## src/hw/rtl/pcs_pkg.sv

```systemverilog
`timescale 1ns / 1ps
`default_nettype none

package pcs_pkg;

  localparam int QUEUE_DEPTH = 16;
  localparam int NUM_CLASSES = 4;
  localparam int TAG_BITS    = 8;

  localparam int CLS_W  = 2;
  localparam int ACT_W  = 2;
  localparam int PRIO_W = 4;
  localparam int CFG_W  = 16;
  localparam int IDX_W  = $clog2(QUEUE_DEPTH);
  localparam int CNT_W  = $clog2(QUEUE_DEPTH + 1);

  localparam logic [CFG_W-1:0]  PRIO_RST  = 16'h0000;
  localparam logic [CFG_W-1:0]  LIMIT_RST = 16'h1111;
  localparam logic [PRIO_W:0]   PRIO_NONE = {1'b1, {PRIO_W{1'b0}}};
  localparam logic [PRIO_W-1:0] RUN_MAX   = {PRIO_W{1'b1}};

  typedef enum logic [ACT_W-1:0] {
    ACT_ENQ    = 2'd0,
    ACT_FIN    = 2'd1,
    ACT_CANCEL = 2'd2,
    ACT_NONE   = 2'd3
  } action_e;

  typedef enum logic [1:0] {
    ST_NONE   = 2'd0,
    ST_OK     = 2'd1,
    ST_DENIED = 2'd2,
    ST_FULL   = 2'd3
  } status_e;

  typedef enum logic {
    REG_PRIO  = 1'b0,
    REG_LIMIT = 1'b1
  } reg_e;

  typedef enum logic [1:0] {
    S_IDLE,
    S_SCAN,
    S_SHIFT
  } state_e;

  typedef struct packed {
    logic [ACT_W-1:0]    action;
    logic [CLS_W-1:0]    req_class;
    logic [TAG_BITS-1:0] req_tag;
    logic                url_allowed;
  } in_item_t;

  typedef struct packed {
    logic                start_valid;
    logic [TAG_BITS-1:0] start_tag;
    logic [CLS_W-1:0]    start_class;
    logic [1:0]          enqueue_status;
  } out_item_t;

  typedef struct packed {
    logic [CLS_W-1:0]    cls;
    logic [TAG_BITS-1:0] tag;
  } entry_t;

  typedef struct packed {
    logic             fin_vld;
    logic [CLS_W-1:0] fin_cls;
    logic             inc_vld;
    logic [CLS_W-1:0] inc_cls;
  } cls_upd_t;

  function automatic logic cls_ok(logic [CLS_W-1:0] c);
    return (32'(c) < NUM_CLASSES);
  endfunction

endpackage

`default_nettype wire

```

## src/hw/rtl/pcs_cls.sv

```systemverilog
`timescale 1ns / 1ps
`default_nettype none

module pcs_cls (
  input  wire logic                            clk_i,
  input  wire logic                            rst_ni,
  input  wire logic                            cfg_we_i,
  input  wire logic                            cfg_idx_i,
  input  wire logic [pcs_pkg::CFG_W-1:0]       cfg_wdata_i,
  input  wire pcs_pkg::cls_upd_t               upd_i,
  input  wire logic [pcs_pkg::CLS_W-1:0]       qry_cls_i,
  output logic [pcs_pkg::PRIO_W-1:0]           qry_prio_o,
  output logic                                 qry_elig_o
);

  logic [pcs_pkg::CFG_W-1:0]  prio_q;
  logic [pcs_pkg::CFG_W-1:0]  limit_q;
  logic [pcs_pkg::PRIO_W-1:0] run_q [pcs_pkg::NUM_CLASSES];
  logic [pcs_pkg::PRIO_W-1:0] run_d [pcs_pkg::NUM_CLASSES];
  logic [pcs_pkg::NUM_CLASSES-1:0] elig;

  always_ff @(posedge clk_i or negedge rst_ni) begin
    if (!rst_ni) begin
      prio_q  <= pcs_pkg::PRIO_RST;
      limit_q <= pcs_pkg::LIMIT_RST;
    end else if (cfg_we_i) begin
      unique case (pcs_pkg::reg_e'(cfg_idx_i))
        pcs_pkg::REG_PRIO:  prio_q  <= cfg_wdata_i;
        pcs_pkg::REG_LIMIT: limit_q <= cfg_wdata_i;
        default: ;
      endcase
    end
  end

  always_comb begin
    for (int c = 0; c < pcs_pkg::NUM_CLASSES; c++) begin
      run_d[c] = run_q[c];
      if (upd_i.fin_vld && upd_i.fin_cls == pcs_pkg::CLS_W'(c) && run_q[c] != '0) begin
        run_d[c] = run_q[c] - 1'b1;
      end else if (upd_i.inc_vld && upd_i.inc_cls == pcs_pkg::CLS_W'(c) &&
                   run_q[c] != pcs_pkg::RUN_MAX) begin
        run_d[c] = run_q[c] + 1'b1;
      end
      elig[c] = run_q[c] < limit_q[c*pcs_pkg::PRIO_W +: pcs_pkg::PRIO_W];
    end
  end

  always_ff @(posedge clk_i or negedge rst_ni) begin
    if (!rst_ni) begin
      for (int c = 0; c < pcs_pkg::NUM_CLASSES; c++) begin
        run_q[c] <= '0;
      end
    end else begin
      for (int c = 0; c < pcs_pkg::NUM_CLASSES; c++) begin
        run_q[c] <= run_d[c];
      end
    end
  end

  assign qry_elig_o = elig[qry_cls_i];
  assign qry_prio_o = prio_q[qry_cls_i*pcs_pkg::PRIO_W +: pcs_pkg::PRIO_W];

endmodule

`default_nettype wire

```

## src/hw/rtl/pcs_seq.sv

```systemverilog
`timescale 1ns / 1ps
`default_nettype none

module pcs_seq (
  input  wire logic                        clk_i,
  input  wire logic                        rst_ni,
  input  wire logic                        start,
  output logic                             busy,
  input  wire pcs_pkg::in_item_t           in_item_i,
  output logic                             res_vld_o,
  output pcs_pkg::out_item_t               res_o,
  output pcs_pkg::cls_upd_t                upd_o,
  output logic [pcs_pkg::CLS_W-1:0]        qry_cls_o,
  input  wire logic [pcs_pkg::PRIO_W-1:0]  qry_prio_i,
  input  wire logic                        qry_elig_i
);

  pcs_pkg::state_e  state_q, state_d;
  pcs_pkg::status_e status_q, status_d;
  logic [pcs_pkg::CNT_W-1:0]  cnt_q, cnt_d;
  logic [pcs_pkg::CNT_W-1:0]  idx_q, idx_d;
  logic [pcs_pkg::CNT_W-1:0]  nxt;
  logic                       cmp_vld_q, cmp_vld_d;
  logic [pcs_pkg::IDX_W-1:0]  cmp_idx_q, cmp_idx_d;
  logic                       found_q, found_d;
  logic [pcs_pkg::PRIO_W:0]   best_prio_q, best_prio_d;
  logic [pcs_pkg::IDX_W-1:0]  best_idx_q, best_idx_d;
  pcs_pkg::entry_t            best_ent_q, best_ent_d;
  logic                       wr_vld_q, wr_vld_d;
  logic [pcs_pkg::IDX_W-1:0]  wr_addr_q, wr_addr_d;
  logic                       res_vld_q, res_vld_d;
  pcs_pkg::out_item_t         res_q, res_d;
  logic                       accept;
  logic                       hit;

  pcs_pkg::entry_t            mem_q [pcs_pkg::QUEUE_DEPTH];
  pcs_pkg::entry_t            mem_rdata_q;
  logic                       mem_we;
  logic [pcs_pkg::IDX_W-1:0]  mem_waddr;
  pcs_pkg::entry_t            mem_wdata;
  logic                       mem_re;
  logic [pcs_pkg::IDX_W-1:0]  mem_raddr;

  always_ff @(posedge clk_i) begin
    if (mem_we) begin
      mem_q[mem_waddr] <= mem_wdata;
    end
    if (mem_re) begin
      mem_rdata_q <= mem_q[mem_raddr];
    end
  end

  assign accept    = start && !busy;
  assign busy      = state_q != pcs_pkg::S_IDLE;
  assign qry_cls_o = mem_rdata_q.cls;
  assign nxt       = idx_q + 1'b1;
  assign hit       = cmp_vld_q && pcs_pkg::cls_ok(mem_rdata_q.cls) && qry_elig_i &&
                     ({1'b0, qry_prio_i} < best_prio_q);

  always_comb begin
    state_d     = state_q;
    status_d    = status_q;
    cnt_d       = cnt_q;
    idx_d       = idx_q;
    cmp_vld_d   = 1'b0;
    cmp_idx_d   = cmp_idx_q;
    found_d     = found_q;
    best_prio_d = best_prio_q;
    best_idx_d  = best_idx_q;
    best_ent_d  = best_ent_q;
    wr_vld_d    = 1'b0;
    wr_addr_d   = wr_addr_q;
    res_vld_d   = 1'b0;
    res_d       = res_q;
    mem_we      = 1'b0;
    mem_waddr   = '0;
    mem_wdata   = '0;
    mem_re      = 1'b0;
    mem_raddr   = '0;
    upd_o       = '0;

    unique case (state_q)
      pcs_pkg::S_IDLE: begin
        if (accept) begin
          status_d    = pcs_pkg::ST_NONE;
          idx_d       = '0;
          found_d     = 1'b0;
          best_prio_d = pcs_pkg::PRIO_NONE;
          state_d     = pcs_pkg::S_SCAN;
          unique case (pcs_pkg::action_e'(in_item_i.action))
            pcs_pkg::ACT_ENQ: begin
              if (!in_item_i.url_allowed || !pcs_pkg::cls_ok(in_item_i.req_class)) begin
                status_d = pcs_pkg::ST_DENIED;
              end else if (32'(cnt_q) >= pcs_pkg::QUEUE_DEPTH) begin
                status_d = pcs_pkg::ST_FULL;
              end else begin
                mem_we        = 1'b1;
                mem_waddr     = cnt_q[pcs_pkg::IDX_W-1:0];
                mem_wdata.cls = in_item_i.req_class;
                mem_wdata.tag = in_item_i.req_tag;
                cnt_d         = cnt_q + 1'b1;
                status_d      = pcs_pkg::ST_OK;
              end
            end
            pcs_pkg::ACT_FIN: begin
              upd_o.fin_vld = pcs_pkg::cls_ok(in_item_i.req_class);
              upd_o.fin_cls = in_item_i.req_class;
            end
            pcs_pkg::ACT_CANCEL: begin
              cnt_d = '0;
            end
            pcs_pkg::ACT_NONE: ;
            default: ;
          endcase
        end
      end

      pcs_pkg::S_SCAN: begin
        if (idx_q < cnt_q) begin
          mem_re    = 1'b1;
          mem_raddr = idx_q[pcs_pkg::IDX_W-1:0];
          cmp_vld_d = 1'b1;
          cmp_idx_d = idx_q[pcs_pkg::IDX_W-1:0];
          idx_d     = nxt;
        end
        if (hit) begin
          found_d     = 1'b1;
          best_prio_d = {1'b0, qry_prio_i};
          best_idx_d  = cmp_idx_q;
          best_ent_d  = mem_rdata_q;
        end
        if (idx_q == cnt_q && !cmp_vld_q) begin
          if (found_q) begin
            idx_d   = pcs_pkg::CNT_W'(best_idx_q);
            state_d = pcs_pkg::S_SHIFT;
          end else begin
            res_d.start_valid    = 1'b0;
            res_d.start_tag      = '0;
            res_d.start_class    = '0;
            res_d.enqueue_status = status_q;
            res_vld_d            = 1'b1;
            state_d              = pcs_pkg::S_IDLE;
          end
        end
      end

      pcs_pkg::S_SHIFT: begin
        if (nxt < cnt_q) begin
          mem_re    = 1'b1;
          mem_raddr = nxt[pcs_pkg::IDX_W-1:0];
          wr_vld_d  = 1'b1;
          wr_addr_d = idx_q[pcs_pkg::IDX_W-1:0];
          idx_d     = nxt;
        end
        if (wr_vld_q) begin
          mem_we    = 1'b1;
          mem_waddr = wr_addr_q;
          mem_wdata = mem_rdata_q;
        end
        if (!(nxt < cnt_q) && !wr_vld_q) begin
          cnt_d                = cnt_q - 1'b1;
          upd_o.inc_vld        = 1'b1;
          upd_o.inc_cls        = best_ent_q.cls;
          res_d.start_valid    = 1'b1;
          res_d.start_tag      = best_ent_q.tag;
          res_d.start_class    = best_ent_q.cls;
          res_d.enqueue_status = status_q;
          res_vld_d            = 1'b1;
          state_d              = pcs_pkg::S_IDLE;
        end
      end

      default: state_d = pcs_pkg::S_IDLE;
    endcase
  end

  always_ff @(posedge clk_i or negedge rst_ni) begin
    if (!rst_ni) begin
      state_q   <= pcs_pkg::S_IDLE;
      cnt_q     <= '0;
      cmp_vld_q <= 1'b0;
      wr_vld_q  <= 1'b0;
      found_q   <= 1'b0;
      res_vld_q <= 1'b0;
    end else begin
      state_q   <= state_d;
      cnt_q     <= cnt_d;
      cmp_vld_q <= cmp_vld_d;
      wr_vld_q  <= wr_vld_d;
      found_q   <= found_d;
      res_vld_q <= res_vld_d;
    end
  end

  always_ff @(posedge clk_i) begin
    status_q    <= status_d;
    idx_q       <= idx_d;
    cmp_idx_q   <= cmp_idx_d;
    best_prio_q <= best_prio_d;
    best_idx_q  <= best_idx_d;
    best_ent_q  <= best_ent_d;
    wr_addr_q   <= wr_addr_d;
    res_q       <= res_d;
  end

  assign res_vld_o = res_vld_q;
  assign res_o     = res_q;

`ifndef SYNTHESIS
  a_cnt_bound: assert property (@(posedge clk_i) disable iff (!rst_ni)
    32'(cnt_q) <= pcs_pkg::QUEUE_DEPTH)
    else $error("pending count above table depth");

  a_read_in_range: assert property (@(posedge clk_i) disable iff (!rst_ni)
    mem_re |-> (pcs_pkg::CNT_W'(mem_raddr) < cnt_q))
    else $error("read of an entry outside the pending table");

  a_accept_scan: assert property (@(posedge clk_i) disable iff (!rst_ni)
    accept |=> (state_q == pcs_pkg::S_SCAN && !res_vld_o))
    else $error("accepted item did not enter the scan");

  a_strobe_single: assert property (@(posedge clk_i) disable iff (!rst_ni)
    res_vld_o |=> !res_vld_o)
    else $error("result strobe held for more than one cycle");

  a_shift_found: assert property (@(posedge clk_i) disable iff (!rst_ni)
    (state_q == pcs_pkg::S_SHIFT) |-> (found_q && cnt_q != '0))
    else $error("compaction without a selected entry");
`endif

endmodule

`default_nettype wire

```

## src/hw/rtl/priority_class_concurrency_scheduler.sv

```systemverilog
// The result strobe comes after a scan of the pending entries when nothing starts, and after
// the scan and a compaction of the table when an entry starts; scan and compaction move one
// entry per cycle through the pending memory, which has one read port and one write port.
// The scheduler takes no new item while busy; busy drops in the cycle the result is shown.
// The result is shown for one cycle and cannot be stalled by the receiver.
// Reset empties the pending table, clears the running counts and restores the register defaults.
`timescale 1ns / 1ps
`default_nettype none

module priority_class_concurrency_scheduler (
  input  wire logic                       clk_i,
  input  wire logic                       rst_ni,
  input  wire logic                       start,
  output logic                            busy,
  input  wire pcs_pkg::in_item_t          in_item_i,
  output logic                            res_vld_o,
  output pcs_pkg::out_item_t              res_o,
  input  wire logic                       cfg_we_i,
  input  wire logic                       cfg_idx_i,
  input  wire logic [pcs_pkg::CFG_W-1:0]  cfg_wdata_i
);

  pcs_pkg::cls_upd_t           upd;
  logic [pcs_pkg::CLS_W-1:0]   qry_cls;
  logic [pcs_pkg::PRIO_W-1:0]  qry_prio;
  logic                        qry_elig;

  pcs_seq u_seq (
    .clk_i      (clk_i),
    .rst_ni     (rst_ni),
    .start      (start),
    .busy       (busy),
    .in_item_i  (in_item_i),
    .res_vld_o  (res_vld_o),
    .res_o      (res_o),
    .upd_o      (upd),
    .qry_cls_o  (qry_cls),
    .qry_prio_i (qry_prio),
    .qry_elig_i (qry_elig)
  );

  pcs_cls u_cls (
    .clk_i       (clk_i),
    .rst_ni      (rst_ni),
    .cfg_we_i    (cfg_we_i),
    .cfg_idx_i   (cfg_idx_i),
    .cfg_wdata_i (cfg_wdata_i),
    .upd_i       (upd),
    .qry_cls_i   (qry_cls),
    .qry_prio_o  (qry_prio),
    .qry_elig_o  (qry_elig)
  );

endmodule

`default_nettype wire

```

## config.mk

```make
export PLATFORM = sky130hd
export DESIGN_NAME = priority_class_concurrency_scheduler
export DESIGN_NICKNAME = d
export VERILOG_FILES = /design/src/hw/rtl/pcs_pkg.sv /design/src/hw/rtl/pcs_cls.sv /design/src/hw/rtl/pcs_seq.sv /design/src/hw/rtl/priority_class_concurrency_scheduler.sv
export SDC_FILE = /design/constraint.sdc
export NUM_CORES = 1
export LEC_CHECK = 0
export BUFFER_PORTS_ARGS = -buffer_cell sky130_fd_sc_hd__buf_2
export CORE_MARGIN = 2
export CORE_UTILIZATION = 45
export DETAILED_ROUTE_END_ITERATION = 8
export REMOVE_ABC_BUFFERS = 1
export SLEW_MARGIN = 0
export SYNTH_ARGS = -nofsm -noshare
export SYNTH_HDL_FRONTEND = slang
export SYNTH_SLANG_ARGS = --single-unit
```

## constraint.sdc

```tcl
create_clock -name clk_i -period 4.3 [get_ports clk_i]
set_clock_uncertainty 0.05 [all_clocks]
set_input_delay 0.43 -clock clk_i [delete_from_list [all_inputs] [get_ports clk_i]]
set_output_delay 0.43 -clock clk_i [all_outputs]
set_load 0.02 [all_outputs]
```

==> flow_results.org <==
** Run status
- The run finished with clean final reports.

** Timing
- Number of hold violations in the final report :: 0
- Pins Over Slew Limit :: 0
- Fmax :: roughly 260 MHz
- The worst pin sits at a relative slew slack of between 20% and 30%.
- For the pin with the worst max-slew slack, the measured transition is 1.19 ns.
- Setup repair after global routing left no endpoint under its margin.
- Min setup slack post-route :: approximately 0.44 ns
- The final critical path takes up ~90% of the cycle.
- Final hold analysis gives a worst-case slack of 0.0631 ns.
- Final number of setup-violating endpoints :: 0
- Tmin final :: between 3 and 4 ns

** Logic synthesis
- Yosys top cell area share :: between 50% and 60%
- Fraction of registers with async set/reset :: between 20% and 30%
- Number of enable-type register cells in the synthesized netlist :: 217
- Post-Syn Area :: approximately 0.013 mm²
- The commonest cells after synthesis are edfxtp_1, mux2i_1, nand2_1.
- The synthesized design contains between 200 and 300 register bits.
- Ranking of synthesized cells by area :: edfxtp_1, dfrtp_1, mux2i_1
- Most common flop cell mapped by yosys :: edfxtp_1
- edfxtp_1 takes more of the synthesized area than any other cell.
- Counting distinct cell types in the post-synthesis netlist gives 70.
- Counting every instance in the synthesized netlist gives about 900.
- Portion of the post-synthesis area used by sequential elements :: a little over three fifths
- The most common cell in the synthesized netlist is edfxtp_1.
- Yosys printed 0 warnings.
- In this run the mean area of a mapped cell was roughly 14 µm².

** Critical path
- Startpoint-to-endpoint class of the critical path :: flip-flop to flip-flop
- Delay contributed by the slowest stage of the critical path :: slightly above 0.5 ns
- In this design, the critical path's most frequently occurring cell is ha_1.
- Data arrival time at the worst-slack endpoint :: 4.16 ns
- The worst setup path is launched from a flip-flop.
- Along the worst path, the maximum fanout reaches 37.
- CP endpoint kind :: flip-flop
- Slowest cell on crit path :: edfxtp_1
- Worst path required time :: 4.60 ns
- Walking the worst path, the cells encountered are ha_1, and3_1, xor2_1, ha_1, o211ai_1, a21oi_4, nor2_4, a221oi_4, buf_12, mux4_2, nor4_1, a2111oi_1.
- R2R depth :: 12

** Power
- In this run the static leakage power is between 5 and 6 nW.
- The internal power of the cells totals roughly 5.9 mW.
- Registers are responsible for 41.4% of the overall power.
- Net switching is approximately a third of the power.
- The worst-case IR drop observed on VDD is 352 µV.
- Of the total power, combinational logic draws 30.0%.
- The clock network accounts for 28.7% of the total power.
- Pwr dens :: a little over 600 mW/mm²
- Summed over all nets, the switching power comes to roughly 3.0 mW.

** Floorplan
- The floorplan step set the die width to approximately 170 µm.
- The initialized floorplan defines 61 standard-cell rows.
- The core region is around 0.028 mm².
- Once the floorplan was initialized, standard cells occupied 45.7% of the core.
- Boundary pin count :: between 40 and 50
- Die area :: about 0.03 mm²
- The floorplan step set the die height to about 170 µm.

** Detailed routing
- After detailed routing, the number of remaining DRC violations is 0.
- Dividing the detail-routed wire length by the instance count gives between 20 and 25 µm.
- Post-Route WL :: 29800 µm
- Detailed-route via count :: around 7700
- First-iteration detailed-routing DRC count :: about 630
- Average via count per standard cell :: about 5.5
- Antenna Violating Nets Remaining :: 0
- Pre-Repair DR Iteration Count :: 5

** Clock network
- Clock sink count :: between 200 and 300
- Post-CTS timing repair inserted 0 buffers for setup.
- The number of clock buffers added by TritonCTS is 30.
- At the later pin of the worst-skew pair, clock insertion delay measures 0.57 ns.
- The clock passes through at most 3 buffers.
- Clock Tree Root :: clkbuf_16
- Clock tree from TritonCTS :: done
- In this run the number of H-tree levels came out at 1.
- The number of gates resized after CTS was 0.
- Clock input transition at the sequential cells of the worst setup and hold paths :: ~0.06 ns

** Cells and area
- The repair_antennas step left the layout with diodes totalling 0.
- Proportion of layout cells with a drive suffix above 1 :: about a fifth
- Relative to the synthesized area, the layout overhead comes to 14.4%.
- The net count of the finished layout is roughly 1100.

** Global routing
- Entering global routing, the biggest net connects 38 pins.
- Number of global-route vias before repair :: 7667
- Number of antenna violations at the first check in global routing :: 0
- The total overflow left after global routing is 0.
- For this run, the total global-route usage over all layers was measured as a little over a fifth.
- First-pass GRT wire length :: approximately 46000 µm

** Job
- Count of max-cap constraint violations :: 0

** Placement
- Timing analysis after detailed placement gives a worst setup slack of a little under 0.5 ns.
- Once detailed placement completed, the half-perimeter wirelength came to between 15000 and 20000 µm.
- Quantity of I/O buffers inserted on ports :: 48
- Final weighted congestion in routability-driven placement :: around 0.84

** Hold path
- In this run the worst hold path is classified as input port to flip-flop.
- The worst hold path passes through 2 cells.
[metrics by stage]
step | instance area, µm² | instances | util (%) | TNS (ns) | total power, mW
floorplan | 12500 | 880 | - | -0.360 | 5.51
global placement | 13500 | 1338 | 48.7 | 0 | 6.44
detailed placement | 13500 | 1338 | 48.7 | 0 | 6.46
CTS | 14500 | 1393 | 52.3 | 0 | 9.07
global route | 14500 | 1393 | 52.3 | 0 | 9.49
finish | 14500 | 1393 | 52.3 | 0 | 8.98
[worst max-delay path: cells and delay by family, from the launching register on]
| kind | cells | cell delay [ns] |
|---|---|---|
| adders and majority gates | 2 | 0.64 |
| DFF | 1 | 0.51 |
| and+or+nand+nor | 3 | 0.43 |
| muxes | 1 | 0.24 |
| xor gates and xnor gates | 1 | 0.15 |
| buffers and inverters | 1 | 0.32 |
| AOI/OAI and AO/OA | 4 | 1.30 |
[cell usage in the layout, fill, tap and decap left out, types with 5 or more instances in the layout]
| cell type | netlist | final |
|---|---|---|
| a211o_1 | 20 | 20 |
| a21o_1 | 12 | 12 |
| a21oi_1 | 48 | 48 |
| a22o_1 | 20 | 20 |
| and2_1 | 18 | 18 |
| and3_1 | 21 | 21 |
| buf_2 | 6 | 48 |
| buf_4 | 2 | 30 |
| clkbuf_1 | 22 | 5 |
| clkbuf_16 | 0 | 30 |
| clkinv_1 | 1 | 6 |
| clkinv_2 | 0 | 7 |
| dfrtp_1 | 55 | 55 |
| edfxtp_1 | 217 | 217 |
| ha_1 | 41 | 41 |
| inv_1 | 45 | 45 |
| mux2_2 | 34 | 34 |
| mux2i_1 | 59 | 59 |
| mux4_2 | 6 | 6 |
| nand2_1 | 59 | 59 |
| nand2b_1 | 8 | 8 |
| nand3_1 | 13 | 13 |
| nor2_1 | 47 | 47 |
| nor2b_1 | 7 | 7 |
| nor3_1 | 10 | 9 |
| nor4_2 | 9 | 9 |
| o211ai_1 | 6 | 6 |
| o21ai_0 | 26 | 25 |
| o221a_1 | 9 | 9 |
| or3_1 | 5 | 5 |
| xnor2_1 | 12 | 12 |
| xor2_1 | 5 | 5 |
[sequential cells by signal (all words and copies together), names as in the netlist, 2 cells and up]
name,cells
u_seq.mem_q,160
u_cls.limit_q,16
u_cls.prio_q,16
u_cls.run_q,16
u_seq.res_o,13
u_seq.best_ent_q,10
u_seq.mem_rdata_q,8
u_seq.best_prio_q,5
u_seq.cnt_q,5
u_seq.idx_q,5
u_seq.best_idx_q,4
u_seq.cmp_idx_q,4
u_seq.wr_addr_q,4
u_seq.qry_cls_o,2
u_seq.state_q,2
u_seq.status_q,2
[path summary, 6_finish.rpt]
path | start | slack (ns) | to
worst max-delay path | u_seq.idx_q[0]$_DFFE_PP_ | 0.44 | u_seq.qry_cls_o[1]$_DFFE_PP_
worst min-delay path | cfg_wdata_i[2] | 0.06 | u_cls.prio_q[2]$_DFFE_PN0P_
worst max register to register | u_seq.idx_q[0]$_DFFE_PP_ | 0.44 | u_seq.qry_cls_o[1]$_DFFE_PP_
worst min register to register | u_seq.status_q[1]$_SDFFCE_PN0P_ | 0.38 | u_seq.res_o[1]$_DFFE_PP_
max in group asynchronous | rst_ni | 2.89 | u_cls.limit_q[8]$_DFFE_PN1P_
min in group asynchronous | rst_ni | 0.38 | u_cls.run_q[13]$_DFFE_PN0P_
[cells by family (layout without fill, tap and decap cells)]
group                    after synthesis  in the layout  share of synthesized area, %
adder cells (fa/ha/maj)               45             45                          4.67
XOR/XNOR                              17             17                          1.17
flip-flops                           276            276                          63.0
AO/OA/AOI/OAI                        175            175                          10.0
buffers and inverters                 80            181                          2.66
multiplexers                          99             99                          8.74
AND/OR/NAND/NOR                      222            222                          9.69
[power by group through the flow]
stage	logic [mW]	registers, mW	clock network [mW]
after floorplan	1.79	3.72	0
after global placement	2.68	3.76	0
after detailed placement	2.70	3.76	0
after CTS	2.71	3.71	2.64
after global routing	2.99	3.76	2.73
final	2.69	3.71	2.57
[layout make-up]
cell class | instances | area [µm²]
clock buffers | 35 | 769
flip-flops and latches | 276 | 8000
repair buffers | 81 | 515
clock inverters | 19 | 220
well taps | 378 | 473
multi-input cells | 558 | 4370
fillers | 2400 | 13300
inverters | 46 | 173
[per-layer routing]
layer | global-route usage [%] | share of wire (%)
met5 | 0 | 0
met4 | 6.43 | 3.0
met3 | 2.56 | 4.7
met2 | 33.9 | 47
met1 | 29.6 | 45
[timing repair]
item                                    CTS  global route
endpoints found under the setup margin    0             0
endpoints found under the hold margin    23             0
hold buffers                              1             0
Note: power is estimated with default switching activity, not from simulation.
